[config.mk]
export PLATFORM = sky130hd
export DESIGN_NAME = url_percent_codec_top
export DESIGN_NICKNAME = d
export VERILOG_FILES = /design/src/hw/rtl/upc_pkg.sv /design/src/hw/rtl/upc_cfg.sv /design/src/hw/rtl/upc_xlate.sv /design/src/hw/rtl/upc_outbuf.sv /design/src/hw/rtl/url_percent_codec_top.sv
export VERILOG_INCLUDE_DIRS = /design/src /design/src/hw/rtl
export SDC_FILE = /design/constraint.sdc
export NUM_CORES = 1
export LEC_CHECK = 0
export ABC_AREA = 0
export BUFFER_PORTS_ARGS = -buffer_cell sky130_fd_sc_hd__buf_2
export CORE_MARGIN = 2
export CORE_UTILIZATION = 45
export DETAILED_ROUTE_END_ITERATION = 12
export HOLD_SLACK_MARGIN = 0.08
export PLACE_DENSITY = 0.79
export SLEW_MARGIN = 5
export SYNTH_ARGS = -nofsm -noshare
export SYNTH_HDL_FRONTEND = slang
export SYNTH_SLANG_ARGS = --single-unit
[constraint.sdc]
create_clock -name aclk -period 4.7 [get_ports aclk]
set_clock_uncertainty 0.1 [all_clocks]
set_input_delay 0.705 -clock aclk [delete_from_list [all_inputs] [get_ports aclk]]
set_output_delay 0.705 -clock aclk [all_outputs]
set_load 0.005 [all_outputs]
[src/hw/rtl/url_percent_codec_top_defines.svh]
// ----------------------------------------------------------------------------
// url percent codec assertion macros
// concurrent check wrappers, compiled out for synthesis
// ----------------------------------------------------------------------------
`ifndef URL_PERCENT_CODEC_TOP_DEFINES_SVH
`define URL_PERCENT_CODEC_TOP_DEFINES_SVH

`ifndef SYNTHESIS
// check sampled on aclk, masked while in reset
`define UPC_ASSERT(lbl, prop) \
    lbl: assert property (@(posedge aclk) disable iff (!aresetn) prop) \
        else $error("url percent codec check failed");
// check sampled on aclk, also active during reset
`define UPC_ASSERT_ALWAYS(lbl, prop) \
    lbl: assert property (@(posedge aclk) prop) \
        else $error("url percent codec check failed");
`else
`define UPC_ASSERT(lbl, prop)
`define UPC_ASSERT_ALWAYS(lbl, prop)
`endif

`endif

[src/hw/rtl/upc_pkg.sv]
// ----------------------------------------------------------------------------
// upc_pkg
// shared types, character constants and helper functions of the url codec
// ----------------------------------------------------------------------------
`timescale 1ns / 1ps

package upc_pkg;

    // character codes
    localparam logic [7:0] CH_SPACE = 8'h20;
    localparam logic [7:0] CH_PCT   = 8'h25;
    localparam logic [7:0] CH_PLUS  = 8'h2B;
    localparam logic [7:0] CH_DASH  = 8'h2D;
    localparam logic [7:0] CH_DOT   = 8'h2E;
    localparam logic [7:0] CH_0     = 8'h30;
    localparam logic [7:0] CH_9     = 8'h39;
    localparam logic [7:0] CH_UA    = 8'h41;
    localparam logic [7:0] CH_UZ    = 8'h5A;
    localparam logic [7:0] CH_UNDER = 8'h5F;
    localparam logic [7:0] CH_LA    = 8'h61;
    localparam logic [7:0] CH_LZ    = 8'h7A;
    localparam logic [7:0] CH_TILDE = 8'h7E;

    localparam logic [7:0] HEX_DIGITS [16] = '{
        8'h30, 8'h31, 8'h32, 8'h33, 8'h34, 8'h35, 8'h36, 8'h37,
        8'h38, 8'h39, 8'h41, 8'h42, 8'h43, 8'h44, 8'h45, 8'h46
    };

    // register map
    localparam int unsigned PADDR_W  = 3;
    localparam logic        REG_MODE = 1'b0;
    localparam logic        MODE_ENC = 1'b0;
    localparam logic        MODE_DEC = 1'b1;

    // escape tracking in decode mode
    typedef enum logic [2:0] {
        PH_IDLE = 3'b001,
        PH_PCT  = 3'b010,
        PH_HIGH = 3'b100
    } phase_t;

    typedef struct packed {
        logic mode;
        logic clr;
    } cfg_t;

    typedef struct packed {
        logic [7:0] data;
        logic       valid;
        logic       last;
    } res_t;

    typedef struct packed {
        logic [1:0]       cnt;
        res_t [2:0]       res;
        phase_t           phase;
        logic [7:0]       held;
    } xlate_t;

    function automatic logic is_digit(input logic [7:0] c);
        return (c >= CH_0) && (c <= CH_9);
    endfunction

    function automatic logic is_unreserved(input logic [7:0] c);
        return is_digit(c) || ((c >= CH_UA) && (c <= CH_UZ)) ||
               ((c >= CH_LA) && (c <= CH_LZ)) || (c == CH_DASH) ||
               (c == CH_UNDER) || (c == CH_DOT) || (c == CH_TILDE);
    endfunction

    // unchecked hex value of one character, wraps modulo 256
    function automatic logic [7:0] nibble_of(input logic [7:0] c);
        logic [7:0] f;
        f = c;
        if ((c >= CH_UA) && (c <= CH_UZ)) begin
            f = c + 8'd32;
        end
        if (is_digit(c)) begin
            return c - 8'd48;
        end
        return f - 8'd87;
    endfunction

endpackage

[src/hw/rtl/upc_cfg.sv]
// ----------------------------------------------------------------------------
// upc_cfg
// apb register slave holding the codec mode
// ----------------------------------------------------------------------------
`timescale 1ns / 1ps

module upc_cfg import upc_pkg::*; (
    input  logic               aclk,
    input  logic               aresetn,
    input  logic               psel,
    input  logic               penable,
    input  logic               pwrite,
    input  logic [PADDR_W-1:0] paddr,
    input  logic [31:0]        pwdata,
    output logic [31:0]        prdata,
    output logic               pready,
    output cfg_t               cfg
);

    logic mode_reg;
    logic mode_next;
    logic wr_mode;

    assign pready  = 1'b1;
    assign wr_mode = psel && penable && pwrite && pready && (paddr[2] == REG_MODE);
    assign mode_next = wr_mode ? pwdata[0] : mode_reg;

    always_ff @(posedge aclk) begin
        if (!aresetn) begin
            mode_reg <= MODE_ENC;
        end else begin
            mode_reg <= mode_next;
        end
    end

    assign prdata   = (paddr[2] == REG_MODE) ? {31'd0, mode_reg} : 32'd0;
    assign cfg.mode = mode_reg;
    assign cfg.clr  = wr_mode;

endmodule

[src/hw/rtl/upc_xlate.sv]
// ----------------------------------------------------------------------------
// upc_xlate
// combinational translation of one character into up to three results
// ----------------------------------------------------------------------------
`timescale 1ns / 1ps

module upc_xlate import upc_pkg::*; (
    input  logic       mode,
    input  logic [7:0] in_byte,
    input  logic       in_last,
    input  phase_t     phase,
    input  logic [7:0] held,
    output xlate_t     xo
);

    logic [7:0] dec_byte;
    logic       dec_have;
    logic [7:0] hi_nib;

    always_comb begin
        xo       = '0;
        xo.phase = phase;
        xo.held  = held;
        dec_byte = 8'd0;
        dec_have = 1'b0;
        hi_nib   = nibble_of(held);

        if (mode == MODE_ENC) begin
            if (is_unreserved(in_byte)) begin
                xo.cnt    = 2'd1;
                xo.res[0] = '{data: in_byte, valid: 1'b1, last: in_last};
            end else if (in_byte == CH_SPACE) begin
                xo.cnt    = 2'd1;
                xo.res[0] = '{data: CH_PLUS, valid: 1'b1, last: in_last};
            end else begin
                xo.cnt    = 2'd3;
                xo.res[0] = '{data: CH_PCT, valid: 1'b1, last: 1'b0};
                xo.res[1] = '{data: HEX_DIGITS[in_byte[7:4]], valid: 1'b1, last: 1'b0};
                xo.res[2] = '{data: HEX_DIGITS[in_byte[3:0]], valid: 1'b1,
                              last: in_last};
            end
        end else begin
            if ((phase == PH_PCT) && !in_last) begin
                xo.held  = in_byte;
                xo.phase = PH_HIGH;
            end else if (phase == PH_HIGH) begin
                dec_byte = {hi_nib[3:0], 4'd0} | nibble_of(in_byte);
                dec_have = 1'b1;
                xo.phase = PH_IDLE;
                xo.held  = 8'd0;
            end else begin
                // plain character, or one that follows a cut-off escape
                xo.phase = PH_IDLE;
                xo.held  = 8'd0;
                if (in_byte == CH_PCT) begin
                    if (!in_last) begin
                        xo.phase = PH_PCT;
                    end
                end else if (in_byte == CH_PLUS) begin
                    dec_byte = CH_SPACE;
                    dec_have = 1'b1;
                end else begin
                    dec_byte = in_byte;
                    dec_have = 1'b1;
                end
            end

            if (dec_have) begin
                xo.cnt    = 2'd1;
                xo.res[0] = '{data: dec_byte, valid: 1'b1, last: in_last};
            end else if (in_last) begin
                // empty closing result
                xo.cnt    = 2'd1;
                xo.res[0] = '{data: 8'd0, valid: 1'b0, last: 1'b1};
            end
        end

        if (in_last) begin
            xo.phase = PH_IDLE;
            xo.held  = 8'd0;
        end
    end

endmodule

[src/hw/rtl/upc_outbuf.sv]
// ----------------------------------------------------------------------------
// upc_outbuf
// result register holding up to three results, drained one per transfer
// ----------------------------------------------------------------------------
`timescale 1ns / 1ps

module upc_outbuf import upc_pkg::*; (
    input  logic       aclk,
    input  logic       aresetn,
    input  logic       load,
    input  xlate_t     xi,
    output logic       free,
    output logic       m_valid,
    input  logic       m_ready,
    output logic [7:0] m_out_byte,
    output logic       m_out_valid,
    output logic       m_out_last
);

    res_t       res_reg [3];
    logic [1:0] rem_reg;
    logic [1:0] rem_next;
    logic [1:0] ptr_reg;
    logic [1:0] ptr_next;
    logic       pop;

    assign m_valid = (rem_reg != 2'd0);
    assign pop     = m_valid && m_ready;
    assign free    = (rem_reg == 2'd0) || ((rem_reg == 2'd1) && m_ready);

    always_comb begin
        rem_next = rem_reg;
        ptr_next = ptr_reg;
        if (load) begin
            rem_next = xi.cnt;
            ptr_next = 2'd0;
        end else if (pop) begin
            rem_next = rem_reg - 2'd1;
            ptr_next = ptr_reg + 2'd1;
        end
    end

    always_ff @(posedge aclk) begin
        if (!aresetn) begin
            rem_reg <= 2'd0;
            ptr_reg <= 2'd0;
        end else begin
            rem_reg <= rem_next;
            ptr_reg <= ptr_next;
        end
    end

    always_ff @(posedge aclk) begin
        if (load) begin
            res_reg[0] <= xi.res[0];
            res_reg[1] <= xi.res[1];
            res_reg[2] <= xi.res[2];
        end
    end

    always_comb begin
        case (ptr_reg)
            2'd0:    {m_out_byte, m_out_valid, m_out_last} = res_reg[0];
            2'd1:    {m_out_byte, m_out_valid, m_out_last} = res_reg[1];
            2'd2:    {m_out_byte, m_out_valid, m_out_last} = res_reg[2];
            default: {m_out_byte, m_out_valid, m_out_last} = res_reg[2];
        endcase
    end

endmodule

[src/hw/rtl/url_percent_codec_top.sv]
// ----------------------------------------------------------------------------
// url_percent_codec_top
// streaming url form encoder and decoder, one character per input transfer
// ----------------------------------------------------------------------------
// usage
//   s_ channel carries one string character per transfer, s_in_last on the
//   final character. m_ channel carries one result per transfer: a byte with
//   m_out_valid set, or, at a string end that yields nothing, an empty result
//   with m_out_valid low and m_out_last high.
//   the apb port holds one register (mode, byte address 0): 0 encodes,
//   1 decodes. writing it also drops any half-seen escape. write it only
//   while no characters are in flight.
//   a character passes the input register, then the result register, before
//   its first result can be taken.
//   throughput: one character per cycle while each yields at most one
//   result and the receiver takes every result; an escaped character in
//   encode mode holds the result register for three transfers, so the rate
//   is then set by the one-byte result channel.
//   when the receiver stalls, results wait in the result register and one
//   more character waits in the input register before s_ready drops.
//   reset (aresetn low, synchronous) empties both registers, selects encode
//   mode and clears the decode escape state.
// ----------------------------------------------------------------------------
`timescale 1ns / 1ps
`include "url_percent_codec_top_defines.svh"

module url_percent_codec_top import upc_pkg::*; (
    input  logic               aclk,
    input  logic               aresetn,
    // configuration
    input  logic               psel,
    input  logic               penable,
    input  logic               pwrite,
    input  logic [PADDR_W-1:0] paddr,
    input  logic [31:0]        pwdata,
    output logic [31:0]        prdata,
    output logic               pready,
    // character input
    input  logic               s_valid,
    output logic               s_ready,
    input  logic [7:0]         s_in_byte,
    input  logic               s_in_last,
    // result output
    output logic               m_valid,
    input  logic               m_ready,
    output logic [7:0]         m_out_byte,
    output logic               m_out_valid,
    output logic               m_out_last
);

    cfg_t       cfg;
    xlate_t     xo;

    // input register
    logic       ival_reg;
    logic       ival_next;
    logic [7:0] ibyte_reg;
    logic       ilast_reg;

    // decode escape state
    phase_t     phase_reg;
    phase_t     phase_next;
    logic [7:0] held_reg;
    logic [7:0] held_next;

    logic       buf_free;
    logic       advance;
    logic       s_xfer;

    upc_cfg u_cfg (
        .aclk    (aclk),
        .aresetn (aresetn),
        .psel    (psel),
        .penable (penable),
        .pwrite  (pwrite),
        .paddr   (paddr),
        .pwdata  (pwdata),
        .prdata  (prdata),
        .pready  (pready),
        .cfg     (cfg)
    );

    // item moves into the result register once the previous results drain
    assign advance = ival_reg && buf_free;
    assign s_ready = !ival_reg || advance;
    assign s_xfer  = s_valid && s_ready;

    assign ival_next = s_ready ? s_valid : ival_reg;

    always_ff @(posedge aclk) begin
        if (!aresetn) begin
            ival_reg <= 1'b0;
        end else begin
            ival_reg <= ival_next;
        end
    end

    always_ff @(posedge aclk) begin
        if (s_xfer) begin
            ibyte_reg <= s_in_byte;
            ilast_reg <= s_in_last;
        end
    end

    upc_xlate u_xlate (
        .mode    (cfg.mode),
        .in_byte (ibyte_reg),
        .in_last (ilast_reg),
        .phase   (phase_reg),
        .held    (held_reg),
        .xo      (xo)
    );

    // escape state follows the item that leaves the input register
    always_comb begin
        phase_next = phase_reg;
        held_next  = held_reg;
        if (cfg.clr) begin
            phase_next = PH_IDLE;
            held_next  = 8'd0;
        end else if (advance) begin
            phase_next = xo.phase;
            held_next  = xo.held;
        end
    end

    always_ff @(posedge aclk) begin
        if (!aresetn) begin
            phase_reg <= PH_IDLE;
            held_reg  <= 8'd0;
        end else begin
            phase_reg <= phase_next;
            held_reg  <= held_next;
        end
    end

    upc_outbuf u_outbuf (
        .aclk        (aclk),
        .aresetn     (aresetn),
        .load        (advance),
        .xi          (xo),
        .free        (buf_free),
        .m_valid     (m_valid),
        .m_ready     (m_ready),
        .m_out_byte  (m_out_byte),
        .m_out_valid (m_out_valid),
        .m_out_last  (m_out_last)
    );

    // an accepted character always lands in the input register
    `UPC_ASSERT(a_xfer_lands, s_xfer |=> ival_reg)
    // escape tracking is only ever active in decode mode
    `UPC_ASSERT(a_enc_idle, (cfg.mode == MODE_ENC) |-> (phase_reg == PH_IDLE))
    // escape state stays one-hot
    `UPC_ASSERT(a_phase_onehot, $onehot(phase_reg))
    // a result without a byte only closes a string
    `UPC_ASSERT(a_empty_is_last, (m_valid && !m_out_valid) |-> m_out_last)
    // register port never inserts wait states, in reset too
    `UPC_ASSERT_ALWAYS(a_pready_high, pready)

endmodule
Word level (Yosys, flattened, before mapping). Memory sizes are Yosys's and may differ from the RTL's. Index checks and enable logic that the tools add are counted.

Memory bits (writable): 30. Input bits: 51. Memory bits (read-only): 256. Register bits after elaboration: 26. Output and inout bits: 45. Memories kept: 3. Word-level logic and storage cells: 133.

Reduce and logical (&&, ||, !) cells: 31. Magnitude comparators: 12. Bitwise gates (word level): 5. Equal/unequal tests: 11. $add $sub $neg: 8. Mux-type cells: 55.

Memory list: (no name shown) (depth 16, width 8, read ports 1, clocked after Yosys merged registers in 0, wr ports 0, RTL line upc_xlate.sv:38) `xo.res[1] = '{data: HEX_DIGITS[in_byte[7:4]], valid: 1'b1, last: 1'b0};`; (no name shown) (depth 16, width 8, read ports 1, clocked after Yosys merged registers in 0, wr ports 0, RTL line upc_xlate.sv:39) `xo.res[2] = '{data: HEX_DIGITS[in_byte[3:0]], valid: 1'b1,`; u_outbuf.res_reg (depth 3, width 10, read ports 3, clocked after Yosys merged registers in 0, wr ports 3, RTL line upc_outbuf.sv:20) `res_t res_reg [3];`.

Operator list (number): $mux W8 (17); $mux W20 (3); $mux W11 (4); $eq A8 B6 Y1 const B (5); $mux W10 (3); $ge A8 B7 Y1 const B (3); $le A8 B7 Y1 const B (3); $eq A8 B7 Y1 const B (2); $ge A8 B6 Y1 const B (2); $le A8 B6 Y1 const B (2); $pmux W8 S2 (1); $mux W1 (15); $logic_and A1 B1 Y1 (13); $mux W2 (6); $mux W4 (3); $ge A5 B5 Y1 const B (2); $not A4 Y5 (2); $add A8 B6 Y8 const B (1); $logic_or A1 B1 Y1 (8); $or A8 B8 Y8 (1); $sub A8 B6 Y8 const B (1); $sub A8 B7 Y8 const B (1); $mux W6 (1); $reduce_bool A2 Y1 (3); other kinds (14) (20).

Depth between registers and ports, before layout. Gate-level depths: netlist (run 1).

Depth after elaboration: 16. Gate-level depth with buffers: 11. Mapped depth without buffers: 10.

By module. A second synthesis (run 1) with hierarchy kept.

Cells, all modules: 417. Area, all modules: 3971.3 um^2.

Modules (own cells, without submodules): upc_xlate (area each 1503.9 um^2, instances 1, sequential area each 0.0 um^2, cells each 219); upc_outbuf (area each 1316.3 um^2, instances 1, sequential area each 980.9 um^2, cells each 92); url_percent_codec_top (area each 830.8 um^2, instances 1, sequential area each 510.5 um^2, cells each 64); upc_cfg (area each 320.3 um^2, instances 1, sequential area each 20.0 um^2, cells each 42).

Least setup slack after synthesis (run 1). No wires, ideal clock.

Path type: reg-to-reg. From: register ibyte_reg[1]. To: memory u_outbuf.res_reg[0][8] in the netlist's numbering (data pin). Data required time: 4.332 ns. Data arrival time: 2.402 ns. Library setup time: 0.268 ns. Path buffers: 0. Period minus slack after synthesis: 2.770 ns. Setup slack: 1.930 ns. Cell stages (with the launch flop): 10. Cell sequence: edfxtp_1 > inv_1 > ha_1 > or4b_4 > nand3_2 > a22oi_4 > nor4_4 > o22ai_1 > o211ai_1 > a22oi_1.

RTL lines: start, declared (RTL line url_percent_codec_top.sv:57) `logic [7:0] ibyte_reg;`; start signal, assigned (RTL line url_percent_codec_top.sv:100) `ibyte_reg <= s_in_byte;`; end, declared (RTL line upc_outbuf.sv:20).

==> summary.txt, run 1 <==
Drt
  – Total Wirelength: 7007 um
  – Wire length per cell: 14.18 um
  – Iteration-0 DRC Markers: 172
  – Total number of vias: 2639
  – # DRC: 0
  – Number of routed nets with antenna violations: 0
  – Number of vias per cell: 5.342
  – First drt pass iteration count: 5

Pwr
  – Peak VDD IR: 0.0001326 V
  – Part of the power in the clock network: 21.0%
  – Sw Ratio: 34.28%
  – Seq pwr share: 48.9%
  – Comb power frac: 30.2%
  – P_int: 0.7859 mW
  – Pwr per Cell Area: 333.5 nW/um2
  – Sw power: 0.4099 mW
  – Pleak: 1.436 nW

Worst setup path
  – Slowest stage delay, CP: 0.74 ns
  – Crit end category: flop
  – Slowest-stage cell, CP: edfxtp_1
  – Setup CP Type: flop to flop
  – Crit Path Max Fanout: 17
  – CP delay by family, top: simple AND/OR/NAND/NOR gates
  – Req. time, crit path: 4.64 ns
  – Crit path DAT: 3.45 ns
  – RR Startpoint: ibyte_reg[6]$_DFFE_PP_
  – Buf+Inv Stages, Crit Path: 1
  – Crit path from: ibyte_reg[6]$_DFFE_PP_
  – Startpoint types: flop
  – Crit-path cells: clkinv_1 > ha_1 > nand4_1 > a211oi_2 > nor4_4 > o22ai_1 > o211ai_1 > a22oi_1

Final layout
  – N_diodes: 0
  – Final Non-Filler Cells: 494
  – Filler instances: 695
  – Area grow syn2layout: 5.290%
  – Final nets: 468
  – Share of cells above drive strength 1: 13.67%
  – Total area of sequential cells: 1331 um2
  – Post-route cell area: 3586 um2
  – Area of the multi-input gates: 1807 um2
  – Max reg flops: 24

Clocking
  – H-tree level count: 2
  – Postcts setup bufs: 0
  – Reg clk slew, reported paths: 0.09 ns
  – CTS Buf Count: 5
  – Skew-Pair Late Insertion Delay: 0.31 ns
  – Max clock buf depth: 2
  – CTS root buf: clkbuf_8
  – Post_cts resized: 0
  – Cts hold-fix bufs: 0
  – CTS tree: yes
  – CTS Sinks: 50

Synthesis
  – Average size of a mapped cell: 9.131 um2
  – Post-synthesis mux area share: 1.543%
  – Async SR Flop Fraction: 0%
  – Commonest cells in the synthesized netlist: 37 x nand2_1, 34 x nor2_1, 33 x edfxtp_1
  – Synth unique cells: 62
  – Synth area leader: edfxtp_1
  – Compound-cell area share of the yosys netlist: 18.44%
  – Leading cell type by number of instances after synthesis: nand2_1
  – FF+latch count, synth: 50
  – Sequential share of the synthesized area: 39.09%
  – Largest family of logic cells by synthesized area: simple AND/OR/NAND/NOR gates
  – Simple-Gate Fraction of Synth Area: 19.29%
  – Synth Area in Adders: 8.450%
  – Synth Area in XOR/XNOR: 1.800%
  – EDFF count, synth: 33
  – Synth warnings: 0
  – Post-synth top area share: 29.10%
  – Post-Syn Instances: 373
  – Area contributors post-synth: edfxtp_1 29%, dfxtp_1 10%, ha_1 8.4%
  – Mapped cell area: 3406 um2
  – Synth Flop Type: edfxtp_1

Floorplan
  – # rows: 31
  – Die X: 91.00 um
  – CORE AREA: 7292 um2
  – IO Count: 96
  – Die H: 91.00 um
  – Starting Density: 46.71%
  – Die footprint: 8280 um2

GRT
  – M3 GR Usage: 2.988%
  – Vias in the first global route: 2346
  – Initial antenna violation count: 0
  – Gr ovfl total: 0
  – Largest net degree at the start of global routing: 30
  – GR met1 Demand/Resource: 23.11%
  – Total track usage: 16.85%
  – GRT busiest layer: met2
  – Met2 Use GR: 26.91%
  – First-pass GRT wire length: 11370 um

Placement
  – DP HPWL: 5099 um
  – I/O Buffers: 30
  – Placed inst area: 3496 um2
  – # placed instances: 486
  – GP Congestion: 0.9190

Timing
  – Final hold vios: 0
  – Slew HR: 33.36%
  – Period minus WS final: 3.509 ns
  – Fin Setup TNS: 0 ns
  – Pins over their slew limit: 0
  – Final setup violation count: 0
  – Maximum clock rate: 285.0 MHz
  – RSZ-0062 raised after global routing: no
  – Tightest Pin Transition: 0.9985 ns
  – Post-route clock period utilization: 74.65%

Job
  – Max-cap viol count: 0

Outcome
  – Outcome: completed

Min path
  – Hold Path Class: flop to flop
  – HP Start: held_reg[5]$_SDFFE_PP0P_
==> through the flow <==
stage	total power [mW]	hold WS, ns	setup WS, ns	util, %
after floorplan	0.8608	0.3274	1.930	-
after global placement	0.9444	0.3391	1.348	47.94
after detailed placement	0.9548	0.3460	1.298	47.94
after CTS	1.204	0.3589	1.280	49.18
after global routing	1.271	0.3876	0.9802	49.18
final	1.196	0.3571	1.191	49.18
==> worst paths after layout <==
check	depth (start not counted)	end	slack (ns)
min reg2reg	2	held_reg[5]$_SDFFE_PP0P_	0.36
max reg2reg	8	u_outbuf.res_reg[0][8]$_DFFE_PP_	1.19
max	8	u_outbuf.res_reg[0][8]$_DFFE_PP_	1.19
min	2	held_reg[5]$_SDFFE_PP0P_	0.36
==> power groups by stage <==
stage	Sequential [mW]	Combinational (mW)	Clock, mW
global placement	0.591	0.353	0
global route	0.590	0.406	0.275
floorplan	0.565	0.296	0
CTS	0.583	0.363	0.257
finish	0.584	0.361	0.251
detailed placement	0.593	0.362	0
==> tightest hold or removal path, cell delays in order, from the launching register on <==
cell and delay (ns):
dfxtp_1 0.32, nand2_1 0.05, a21oi_1 0.05
==> logic make-up (layout without fill, tap and decap cells) <==
logic type                 Yosys count  after routing
xor gates and xnor gates             7              7
other                                2             32
DFF                                 50             50
and+or+nand+nor                    129            129
AOI/OAI and AO/OA                   90             90
adders and majority gates           23             23
buffers and inverters               67             59
muxes                                5              5
==> layout make-up <==
type,instances,share of cell area [%]
clock buffer,5,1.919
clock inverter,3,0.5932
inverter,20,2.128
multi-input combinational,286,50.38
sequential,50,37.12
tap,99,3.454
timing repair buffer,31,4.396
==> metal layers <==
metal	share of wire, %	routed length (um)
met2	46	3237
met3	5.8	406
met1	46	3244
met4	1.7	119
met5	0	0
==> cell usage in the layout, fill, tap and decap left out, drive strengths merged, types with 4 or more instances in the layout <==
master  Yosys  layout
clkinv      3       5
and3        5       5
xnor2       6       6
dfxtp      17      17
inv        17      17
o21ai      14      14
ha         23      23
a211oi      9       9
nor3        5       5
a22oi       8       8
buf        33      31
and2        5       5
nand2b      4       4
nand3      17      17
edfxtp     33      33
clkbuf     14       5
a21o        5       5
nand2      38      38
nor2b       5       5
nor2       34      34
nor3b       4       4
a21oi      25      25
conb        2      32
Note: power is estimated with default switching activity, not from simulation.
==> inputs of run 2 (changes only) <==
--- a/config.mk
+++ b/config.mk
@@ -12,7 +12,7 @@
 export CORE_UTILIZATION = 45
 export DETAILED_ROUTE_END_ITERATION = 12
 export HOLD_SLACK_MARGIN = 0.08
-export PLACE_DENSITY = 0.79
+export PLACE_DENSITY = 0.81
 export SLEW_MARGIN = 5
 export SYNTH_ARGS = -nofsm -noshare
 export SYNTH_HDL_FRONTEND = slang
==> constraint.sdc (replaced) <==
create_clock -name aclk -period 3.1 [get_ports aclk]
set_clock_uncertainty 0.1 [all_clocks]
set_input_delay 0.465 -clock aclk [delete_from_list [all_inputs] [get_ports aclk]]
set_output_delay 0.465 -clock aclk [all_outputs]
set_load 0.005 [all_outputs]
==> run 2 against run 1 <==
Die area did not move. Via count rose by 4.3%. Core utilization rose by 2.0 points. Total power rose by 63%. Register-to-register slack got worse by 0.96 ns. Combinational power rose by 68%. Maximum frequency rose by 22%. Setup slack got worse by 0.96 ns. Wire length rose by 5.9%. Critical path type unchanged. Largest power group unchanged.
==> summary.txt, run 2 (synthesis results as in run 1) <==
Worst setup path
  – Req. time, crit path: 3.06 ns (-1.58 ns)
  – Crit path from: ibyte_reg[0]$_DFFE_PP_
  – FF-to-FF End: u_outbuf.res_reg[0][9]$_DFFE_PP_
  – CP endpoint: u_outbuf.res_reg[0][9]$_DFFE_PP_
  – RR Startpoint: ibyte_reg[0]$_DFFE_PP_
  – Crit path DAT: 2.83 ns (-0.62 ns)
  – Worst R2R Path Depth: 10 (+2)
  – R2R Setup Slk: 0.23 ns (-0.96 ns)
  – Setup CP Type: flop to flop
  – Crit end category: flop
  – Startpoint types: flop
  – Crit Path Max Fanout: 7 (-10)

Placement
  – GP Congestion: 0.9392 (+2.2%)
  – Placed inst area: 3616 um2 (+3.4%)
  – DP HPWL: 5538 um (+8.6%)
  – Worst slack, placed: 0.2927 ns (-1.005 ns)
  – I/O Buffers: 30 (unchanged)

Min path
  – Hold Path Class: input pin to flop
  – WHS Path Cells: 1 (-1)

Pwr
  – Peak VDD IR: 0.0001812 V (+37%)
  – Pwr per Cell Area: 521.4 nW/um2 (+56%)
  – Pleak: 1.530 nW (+6.5%)

Final layout
  – Filler instances: 699 (+0.58%)
  – Area grow syn2layout: 9.478%
  – Post-route cell area: 3729 um2 (+4.0%)
  – Max reg flops: 24 (unchanged)
  – Final nets: 484 (+3.4%)
  – Area of the multi-input gates: 1807 um2 (unchanged)
  – Most frequent cells in the layout: 37 x nand2_1, 34 x nor2_1, 33 x edfxtp_1
  – N_diodes: 0 (unchanged)
  – Commonest non-fill, non-tap cell in the layout: nand2_1
  – Share of cells above drive strength 1: 17.03% (+3.4 points)
  – Total area of sequential cells: 1331 um2 (unchanged)

Clocking
  – H-tree level count: 2 (unchanged)
  – Skew-Pair Late Insertion Delay: 0.31 ns (about the same)
  – CTS Sinks: 50 (unchanged)
  – Reg clk slew, reported paths: 0.10 ns (about the same)
  – Post_cts resized: 0 (unchanged)
  – CTS tree: yes
  – CTS Buf Count: 5 (unchanged)
  – Cts hold-fix bufs: 0 (unchanged)
  – Postcts setup bufs: 0 (unchanged)
  – Max clock buf depth: 2 (unchanged)
  – CTS root buf: clkbuf_8

Drt
  – # DRC: 0 (unchanged)
  – Total Wirelength: 7422 um (+5.9%)
  – Wire length per cell: 14.55 um (+2.6%)
  – First drt pass iteration count: 4 (-1)
  – Total number of vias: 2753 (+4.3%)
  – Number of routed nets with antenna violations: 0 (unchanged)
  – Number of vias per cell: 5.398 (+1.0%)
  – Iteration-0 DRC Markers: 357 (+110%)

GRT
  – Largest net degree at the start of global routing: 29 (-3.3%)
  – Total track usage: 18.32% (+1.5 points)
  – First-pass GRT wire length: 12390 um (+8.9%)
  – Gr ovfl total: 0 (unchanged)
  – Vias in the first global route: 2546 (+8.5%)
  – Initial antenna violation count: 0 (unchanged)

Floorplan
  – Die H: 91.00 um (unchanged)
  – CORE AREA: 7292 um2 (unchanged)
  – Starting Density: 46.71% (unchanged)
  – Die X: 91.00 um (unchanged)
  – IO Count: 96 (unchanged)
  – # rows: 31 (unchanged)
  – Die footprint: 8280 um2 (unchanged)

Job
  – Max-cap viol count: 0 (unchanged)

Outcome
  – Outcome: completed

Timing
  – Final setup violation count: 0 (unchanged)
  – Worst hold margin: 0.2253 ns (-0.1318 ns)
  – Fin Setup TNS: 0 ns (unchanged)
  – Post-route clock period utilization: 92.49% (+18 points)
  – Slew HR: 57.43% (+24 points)
  – Final hold vios: 0 (unchanged)
  – Maximum clock rate: 348.8 MHz (+22%)
  – Pins over their slew limit: 0 (unchanged)
  – Period minus WS final: 2.867 ns (-0.6415 ns)
  – RSZ-0062 raised after global routing: no
  – Worst setup margin: 0.2329 ns (-0.9585 ns)
  – Tightest Pin Transition: 0.6342 ns (-0.3643 ns)
## run 2: cell count changes in the layout (fill, tap and decap cells not counted)
| cell | before | now |
|---|---|---|
| buf_4 | 1 | 17 |
| clkinvlp_4 | 1 | 0 |
| bufinv_16 | 0 | 1 |
| inv_6 | 0 | 1 |
| clkinv_4 | 1 | 0 |
## run 2: worst min-delay path by stage
stage                             startpoint                        to  slack, ns
global placement    held_reg[6]$_SDFFE_PP0P_  held_reg[6]$_SDFFE_PP0P_       0.34
floorplan           held_reg[6]$_SDFFE_PP0P_  held_reg[6]$_SDFFE_PP0P_       0.33
finish                          s_in_byte[6]    ibyte_reg[6]$_DFFE_PP_       0.23
detailed placement  held_reg[5]$_SDFFE_PP0P_  held_reg[5]$_SDFFE_PP0P_       0.34
global route                    s_in_byte[6]    ibyte_reg[6]$_DFFE_PP_       0.22
CTS                             s_in_byte[6]    ibyte_reg[6]$_DFFE_PP_       0.22
## run 2: power by group
part | internal, mW | switching, mW
Combinational | 0.247 | 0.359
Sequential | 0.811 | 0.0533
Clock | 0.242 | 0.231
Total | 1.30 | 0.644
## run 2: stage by stage
| step | instances | power (mW) | util (%) |
|---|---|---|---|
| 2_1_floorplan | 403 | 1.305 | - |
| 3_3_place_gp | 502 | 1.455 | 49.59 |
| 3_5_place_dp | 502 | 1.479 | 49.59 |
| 4_1_cts | 510 | 1.942 | 51.13 |
| 5_1_grt | 510 | 2.060 | 51.13 |
| 6_report | 510 | 1.944 | 51.13 |
## run 2: layout make-up
type	instances	area share (%)
multi-input combinational	286	48.46
clock inverter	3	1.174
sequential	50	35.70
tap	99	3.322
timing repair buffer	47	7.450
clock buffer	5	1.846
inverter	20	2.047
## run 2: per-layer routing
layer	up-vias	track usage (%)	wire, um	share of wire (%)
li1	1338	-	-	-
met1	1298	24.99	3373	45
met2	106	29.88	3463	47
met3	11	3.071	483	6.5
met4	0	5.556	101	1.4
met5	-	0	0	0
## run 2: worst max-delay path, cell delays in order (launching register included)
cell      delay [ns]
edfxtp_1        0.54
inv_1           0.18
ha_1            0.23
or4b_4          0.49
nand3_2         0.11
a22oi_4         0.09
buf_4           0.18
a21o_1          0.16
a31o_2          0.23
xnor2_1         0.12
a21o_1          0.19
==> inputs of run 3 (changes only) <==
--- a/config.mk
+++ b/config.mk
@@ -7,7 +7,7 @@
 export NUM_CORES = 1
 export LEC_CHECK = 0
 export ABC_AREA = 0
-export BUFFER_PORTS_ARGS = -buffer_cell sky130_fd_sc_hd__buf_2
+export BUFFER_PORTS_ARGS = -buffer_cell sky130_fd_sc_hd__buf_4
 export CORE_MARGIN = 2
 export CORE_UTILIZATION = 45
 export DETAILED_ROUTE_END_ITERATION = 12
==> run 3 against run 2 <==
Setup slack worse by 0.021 ns. Register-to-register slack worse by 0.02 ns. Critical path depth unchanged. Critical endpoint is now u_outbuf.res_reg[0][25]$_SDFFCE_PP0P_. Wire length up 0.22%. Sequential power down 0.6%. Critical path type unchanged.
==> summary.txt, run 3 (synthesis results as in run 1) <==
Timing
  – Tightest Pin Transition: 0.6884 ns (+0.05417 ns)
  – Period minus WS final: 2.889 ns (+0.02145 ns)
  – RSZ-0062 raised after global routing: no
  – Final setup violation count: 0 (unchanged)
  – Final hold vios: 0 (unchanged)
  – Post-route clock period utilization: 93.18% (+0.69 points)
  – Pins over their slew limit: 0 (unchanged)
  – Fin Setup TNS: 0 ns (unchanged)
  – Maximum clock rate: 346.2 MHz (-0.74%)
  – Slew HR: 53.80% (-3.6 points)

Worst setup path
  – FF-to-FF End: u_outbuf.res_reg[0][25]$_SDFFCE_PP0P_
  – Crit path DAT: 2.86 ns (+0.03 ns)
  – Startpoint types: flop
  – RR Startpoint: ibyte_reg[0]$_DFFE_PP_
  – Crit Path Max Fanout: 10 (+3)
  – Req. time, crit path: 3.07 ns (about the same)
  – R2R Setup Slk: 0.21 ns (-0.02 ns)
  – Setup CP Type: flop to flop
  – Crit end category: flop
  – Worst R2R Path Depth: 10 (unchanged)

Pwr
  – Peak VDD IR: 0.0002539 V (+40%)
  – Pwr per Cell Area: 516.1 nW/um2 (-1.0%)
  – Pleak: 1.543 nW (+0.87%)
  – Pwr Total: 1.955 mW (+0.54%)

Drt
  – Total Wirelength: 7438 um (+0.22%)
  – Total number of vias: 2657 (-3.5%)
  – First drt pass iteration count: 4 (unchanged)
  – Number of vias per cell: 5.230 (-3.1%)
  – # DRC: 0 (unchanged)
  – Number of routed nets with antenna violations: 0 (unchanged)
  – Wire length per cell: 14.64 um (+0.61%)
  – Iteration-0 DRC Markers: 252 (-29%)

GRT
  – Vias in the first global route: 2510 (-1.4%)
  – Largest net degree at the start of global routing: 29 (unchanged)
  – First-pass GRT wire length: 12340 um (-0.33%)
  – Initial antenna violation count: 0 (unchanged)
  – Total track usage: 18.56% (+0.23 points)
  – Gr ovfl total: 0 (unchanged)

Final layout
  – Final nets: 482 (-0.41%)
  – Share of cells above drive strength 1: 16.38% (-0.65 points)
  – Final Non-Filler Cells: 508 (-0.39%)
  – Final Util: 51.94% (+0.81 points)
  – Area grow syn2layout: 11.20%
  – N_diodes: 0 (unchanged)
  – Max reg flops: 24 (unchanged)
  – Commonest non-fill, non-tap cell in the layout: buf_4
  – Post-route cell area: 3787 um2 (+1.6%)
  – Most frequent cells in the layout: 45 x buf_4, 37 x nand2_1, 34 x nor2_1

Clocking
  – Max clock buf depth: 2 (unchanged)
  – H-tree level count: 2 (unchanged)
  – Skew-Pair Late Insertion Delay: 0.30 ns (about the same)
  – Post_cts resized: 0 (unchanged)
  – CTS Sinks: 50 (unchanged)
  – Postcts setup bufs: 0 (unchanged)
  – CTS root buf: clkbuf_8
  – Reg clk slew, reported paths: 0.09 ns (about the same)
  – CTS Buf Count: 5 (unchanged)
  – Cts hold-fix bufs: 0 (unchanged)
  – CTS tree: yes

Placement
  – GP Congestion: 0.9384 (about the same)
  – DP HPWL: 5546 um (+0.14%)
  – Placed inst area: 3676 um2 (+1.7%)
  – I/O Buffers: 30 (unchanged)
  – # placed instances: 500 (-0.40%)

Outcome
  – Outcome: completed

Min path
  – Worst Hold Endpoint: ibyte_reg[5]$_DFFE_PP_
  – WHS Path Cells: 1 (unchanged)
  – HP Start: s_in_byte[5]
  – Hold Path Class: input pin to flop

Floorplan
  – Die H: 91.00 um (unchanged)
  – CORE AREA: 7292 um2 (unchanged)
  – Starting Density: 46.71% (unchanged)
  – IO Count: 96 (unchanged)
  – Die X: 91.00 um (unchanged)
  – Die footprint: 8280 um2 (unchanged)
  – # rows: 31 (unchanged)

Job
  – Max-cap viol count: 0 (unchanged)
## run 3: cell types whose count changed in the layout (fill, tap and decap cells not counted)
| cell | delta |
|---|---|
| clkbuf_1 | +1 |
| buf_2 | -30 |
| clkinv_4 | +1 |
| buf_4 | +28 |
| clkinv_2 | -1 |
| inv_6 | -1 |
## run 3: layout make-up
class                   instances  area (um2)
clock buffers                   6       72.57
clock inverters                 2       38.79
fillers                       678        3505
inverters                      20       76.32
multi-input cells             286        1807
flip-flops and latches         50        1331
well taps                      99       123.9
repair buffers                 45       337.8
## run 3: worst max path at each step
stage | startpoint | end | slack, ns | cells after the start
2_1_floorplan | ibyte_reg[1]$_DFFE_PP_ | u_outbuf.res_reg[0][8]$_DFFE_PP_ | 0.33 | 9
3_3_place_gp | ibyte_reg[0]$_DFFE_PP_ | u_outbuf.res_reg[0][14]$_SDFFCE_PP0P_ | 0.27 | 9
3_5_place_dp | ibyte_reg[0]$_DFFE_PP_ | u_outbuf.res_reg[0][14]$_SDFFCE_PP0P_ | 0.25 | 9
4_1_cts | ibyte_reg[0]$_DFFE_PP_ | u_outbuf.res_reg[0][14]$_SDFFCE_PP0P_ | 0.23 | 9
5_1_grt | ibyte_reg[0]$_DFFE_PP_ | u_outbuf.res_reg[0][14]$_SDFFCE_PP0P_ | 0.04 | 9
6_report | ibyte_reg[0]$_DFFE_PP_ | u_outbuf.res_reg[0][25]$_SDFFCE_PP0P_ | 0.21 | 10
## run 3: worst max-delay path: stages (launching register included)
cell and delay, ns:
edfxtp_1 0.61, inv_1 0.17, ha_1 0.26, or4b_4 0.22, a21oi_1 0.06, nor4b_1 0.50
nor4_4 0.09, buf_4 0.20, nand2_4 0.12, clkinv_2 0.12, and3_1 0.20
## run 3: routing by layer
metal	vias to the layer above	global-route usage, %	routed length [um]
li1	1334	-	-
met1	1221	24.88	3270
met2	90	30.99	3610
met3	12	2.822	426
met4	0	5.556	131
met5	-	0	0
## run 3: where the power goes
| part | internal [mW] | switching, mW |
|---|---|---|
| Combinational | 0.279 | 0.360 |
| Clock | 0.242 | 0.213 |
| Sequential | 0.811 | 0.0487 |
| Total | 1.33 | 0.622 |
## run 3: through the flow
step | worst slack [ns] | hold WS, ns
2_1_floorplan | 0.3300 | 0.3274
3_3_place_gp | 0.2734 | 0.3367
3_5_place_dp | 0.2459 | 0.3476
4_1_cts | 0.2347 | 0.2256
5_1_grt | 0.04358 | 0.2255
6_report | 0.2115 | 0.2344
